`config.mk`:
```
export PLATFORM = sky130hd
export DESIGN_NAME = kmhq_ram
export DESIGN_NICKNAME = d
export VERILOG_FILES = /design/src/hw/rtl/kmhq_ram.sv
export SDC_FILE = /design/constraint.sdc
export NUM_CORES = 2
export LEC_CHECK = 0
export BUFFER_PORTS_ARGS = -buffer_cell sky130_fd_sc_hd__buf_2
export CORE_MARGIN = 5
export CORE_UTILIZATION = 25
export DETAILED_ROUTE_END_ITERATION = 12
export HOLD_SLACK_MARGIN = 0.06
export PLACE_DENSITY = 0.35
export SETUP_SLACK_MARGIN = 0.5
export SLEW_MARGIN = 20
export SYNTH_ARGS = -nofsm -noshare
export SYNTH_HDL_FRONTEND = slang
export SYNTH_SLANG_ARGS = --single-unit
```
`constraint.sdc`:
```
create_clock -name clk -period 8 [get_ports clk]
set_input_delay 1.6 -clock clk [delete_from_list [all_inputs] [get_ports clk]]
set_output_delay 1.6 -clock clk [all_outputs]
set_load 0.01 [all_outputs]
```
`src/hw/rtl/kmhq_ram.sv`:
```
`default_nettype none

module kmhq_ram #(
  parameter int unsigned WIDTH = 32,
  parameter int unsigned DEPTH = 128
) (
  input  wire logic                     clk,
  input  wire logic                     wr_en,
  input  wire logic [$clog2(DEPTH)-1:0] wr_addr,
  input  wire logic [WIDTH-1:0]         wr_data,
  input  wire logic [$clog2(DEPTH)-1:0] rd_addr,
  output logic      [WIDTH-1:0]         rd_data
);

  logic [WIDTH-1:0] mem [DEPTH];

  always_ff @(posedge clk) begin
    if (wr_en) begin
      mem[wr_addr] <= wr_data;
    end
    rd_data <= mem[rd_addr];
  end

endmodule

`default_nettype wire

```
==> metrics.md <==
| Metric | Value |
|---|---|
| Sw Share | `0.224` |
| CTS root buf | `clkbuf_16` |
| Initial antenna violation count | `75` |
| Total clock sinks | `4,128` |
| Fin util | `0.295` |
| Share of layout cells above drive strength 1 | `0.365` |
| Vias in the first global route | `73,564` |
| H-Tree Depth | `5` |
| Worst Path Max Fanout | `65` |
| Worst reg2reg path startpoint | `mem[85][4]` |
| Clk pwr share | `0.438` |
| Pins Over Slew Limit | `0` |
| Synth Instances | `5,990` |
| Peak supply drop | `0.180 mV` |
| Flop pwr share | `0.509` |
| Fin Hold WS | `1.07 ns` |
| RSZ-0062 raised after global routing | `false` |
| P_leak | `0.0550 uW` |
| Ports | `80` |
| Max-cap violations | `0` |
| Synth Cell Area | `156,000 sq um` |
| Worst Reg-to-Reg Cells | `4` |
| Vias | `69,672` |
| Initial DRC Count | `6,936` |
| CTS buffer count | `460` |
| Initial core utilization | `0.251` |
| Final hold vios | `0` |
| Syn. warnings | `0` |
| Crit Path Class | `in -> reg` |
| Post-synth EDFFs | `4,096` |
| GRT Total Usage | `0.157` |
| P_sw | `10,600 uW` |
| Area growth syn-to-layout | `17.8%` |
| Port Buf Inserts | `79` |
| Hold Path Class | `in -> reg` |
| Cts hold-fix bufs | `0` |
| Largest net degree at the start of global routing | `82` |
| Pre-CTS setup slack | `2.35 ns` |
| Worst-path clk slew | `0.06 ns` |
| Die extent in x | `801 um` |
| Final #Nets | `6,546` |
| R2r setup slk | `5.21 ns` |
| Post-Syn Nets | `6,038` |
| Global-route wire length before repair | `691 mm` |
| Die ar. | `641,000 sq um` |
| TritonCTS clock tree | `done` |
| Final setup vio count | `0` |
| Setup Buffers After CTS | `0` |
| Clock buffer depth | `4` |
| Synth async-reset ratio | `0` |
| DR vias/cell | `4.57` |
| Avg Cell Area, Syn | `26.1 sq um` |
| Worst slew pin tran | `1.22 ns` |
| DP HPWL | `301 mm` |
| Drc violations | `0` |
| Top_reg_cell synth | `edfxtp_1` |
| Grt ovf | `0` |
| Routed len/inst | `33.8 um` |
| Combinational power share | `0.053` |
| Worst Path Required | `8.87 ns` |
| Max Clk Rate | `219 MHz` |
| Power per standard cell area | `256 nW/um^2` |
| Status | `finished clean` |
| ANT nets after route | `0` |
| Final worst path period share | `0.571` |
| First-pass DRT Iterations | `5` |
| RR Endpoint | `rd_data[4]` |
| Startpoint Class | `input pin` |
| Worst Setup Slack, final | `3.43 ns` |
| Slew headroom | `0.184` |
| Register area share after synthesis | `0.791` |
| Vert. Die Dim | `801 um` |
| Total Wirelength | `515 mm` |
| PnR Total Power | `47,200 uW` |
| Sum of negative setup slack | `0 ns` |
| Post-cts sizing count | `0` |
| RePlAce Congestion | `0.734` |
| Tmin final | `4.57 ns` |
| CP Capture Type | `flop` |
| Pint | `36,600 uW` |
| Core area | `623,000 sq um` |
| Count of cell types in the netlist | `17` |
| Setup crit start | `rd_addr[2]` |
| Clock Latency Late Sink | `1.03 ns` |
| Worst Skew | `0.0649 ns` |
| Min-Delay Path Depth | `1` |
| Crit path DAT | `5.44 ns` |
| # rows | `290` |
| Setup crit end | `rd_data[27]` |
| Synthesized flop and latch total | `4,128` |
layout by cell type, fill, tap and decap left out, drive strengths merged, types with 10 or more instances in the layout:
| cell | netlist | routed |
|---|---|---|
| inv | 0 | 14 |
| edfxtp | 4096 | 4096 |
| nand3 | 12 | 12 |
| mux2 | 32 | 32 |
| clkinv | 0 | 213 |
| nand2 | 14 | 14 |
| buf | 134 | 362 |
| dfxtp | 32 | 32 |
| bufinv | 0 | 32 |
| diode | 0 | 41 |
| clkinvlp | 0 | 10 |
| nor2 | 122 | 122 |
| clkbuf | 182 | 577 |
| mux4 | 1344 | 1344 |
worst min path at each step:
stage,to,start
after floorplan,rd_data[0],mem[36][0]
after global placement,rd_data[8],mem[104][8]
after detailed placement,rd_data[19],mem[127][19]
after CTS,mem[47][10],wr_data[10]
after global routing,mem[46][10],wr_data[10]
final,mem[40][10],wr_data[10]
cell type report:
type / instances / area, sq um
flip-flops and latches: 4128 / 124000
repair buffers: 362 / 3090
multi-input cells: 1546 / 32300
fillers: 60238 / 439000
diodes: 41 / 103
clock buffers: 577 / 12200
clock inverters: 269 / 2370
well taps: 8322 / 10400
stage by stage:
stage	area, sq um	instances
2_1_floorplan	156000	5990
3_3_place_gp	169000	14355
3_5_place_dp	169000	14358
4_1_cts	184000	15204
5_1_grt	184000	15224
6_report	184000	15245
worst max-delay path, stage by stage:
cell	delay (ns)
buf_8	0.59
buf_4	0.61
buf_4	0.36
mux4_2	0.33
mux4_2	0.58
mux4_2	0.66
mux2_2	0.39
cell families after synthesis:
| group | Yosys count | synth area share |
|---|---|---|
| buffers and inverters | 316 | 0.00839 |
| DFF | 4128 | 0.791 |
| muxes | 1376 | 0.196 |
| and+or+nand+nor | 170 | 0.00446 |
sequential cells by signal, summed over array words and instances (netlist names):
signal / flops
mem: 4096
rd_data: 32
routing by layer:
layer,vias up,global-route usage,part of all wire
met5,-,0,0.00012
li1,27583,-,-
met1,39767,0.214,0.43
met2,1774,0.270,0.50
met3,536,0.0214,0.048
met4,12,0.0320,0.021
power by group through the flow:
stage / registers, uW / clock network [uW] / logic (uW)
4_1_cts: 24000 / 21300 / 2630
6_report: 24000 / 20700 / 2510
3_5_place_dp: 24500 / 0 / 2620
3_3_place_gp: 24500 / 0 / 2600
5_1_grt: 24000 / 22200 / 2650
2_1_floorplan: 24400 / 0 / 1150
cells in the mapped netlist, types with 7 or more instances:
cell type	count	share of area
mux2_2	32	0.0023
nor2b_1	7	0.00028
mux4_2	1344	0.19
nor3_1	9	0.00029
nand3_1	12	0.00038
edfxtp_1	4096	0.79
buf_2	79	0.0025
nand2_1	14	0.00034
clkbuf_1	182	0.0044
nor2_1	122	0.0029
buf_1	50	0.0012
dfxtp_1	32	0.0041
Note: power is estimated with default switching activity, not from simulation.
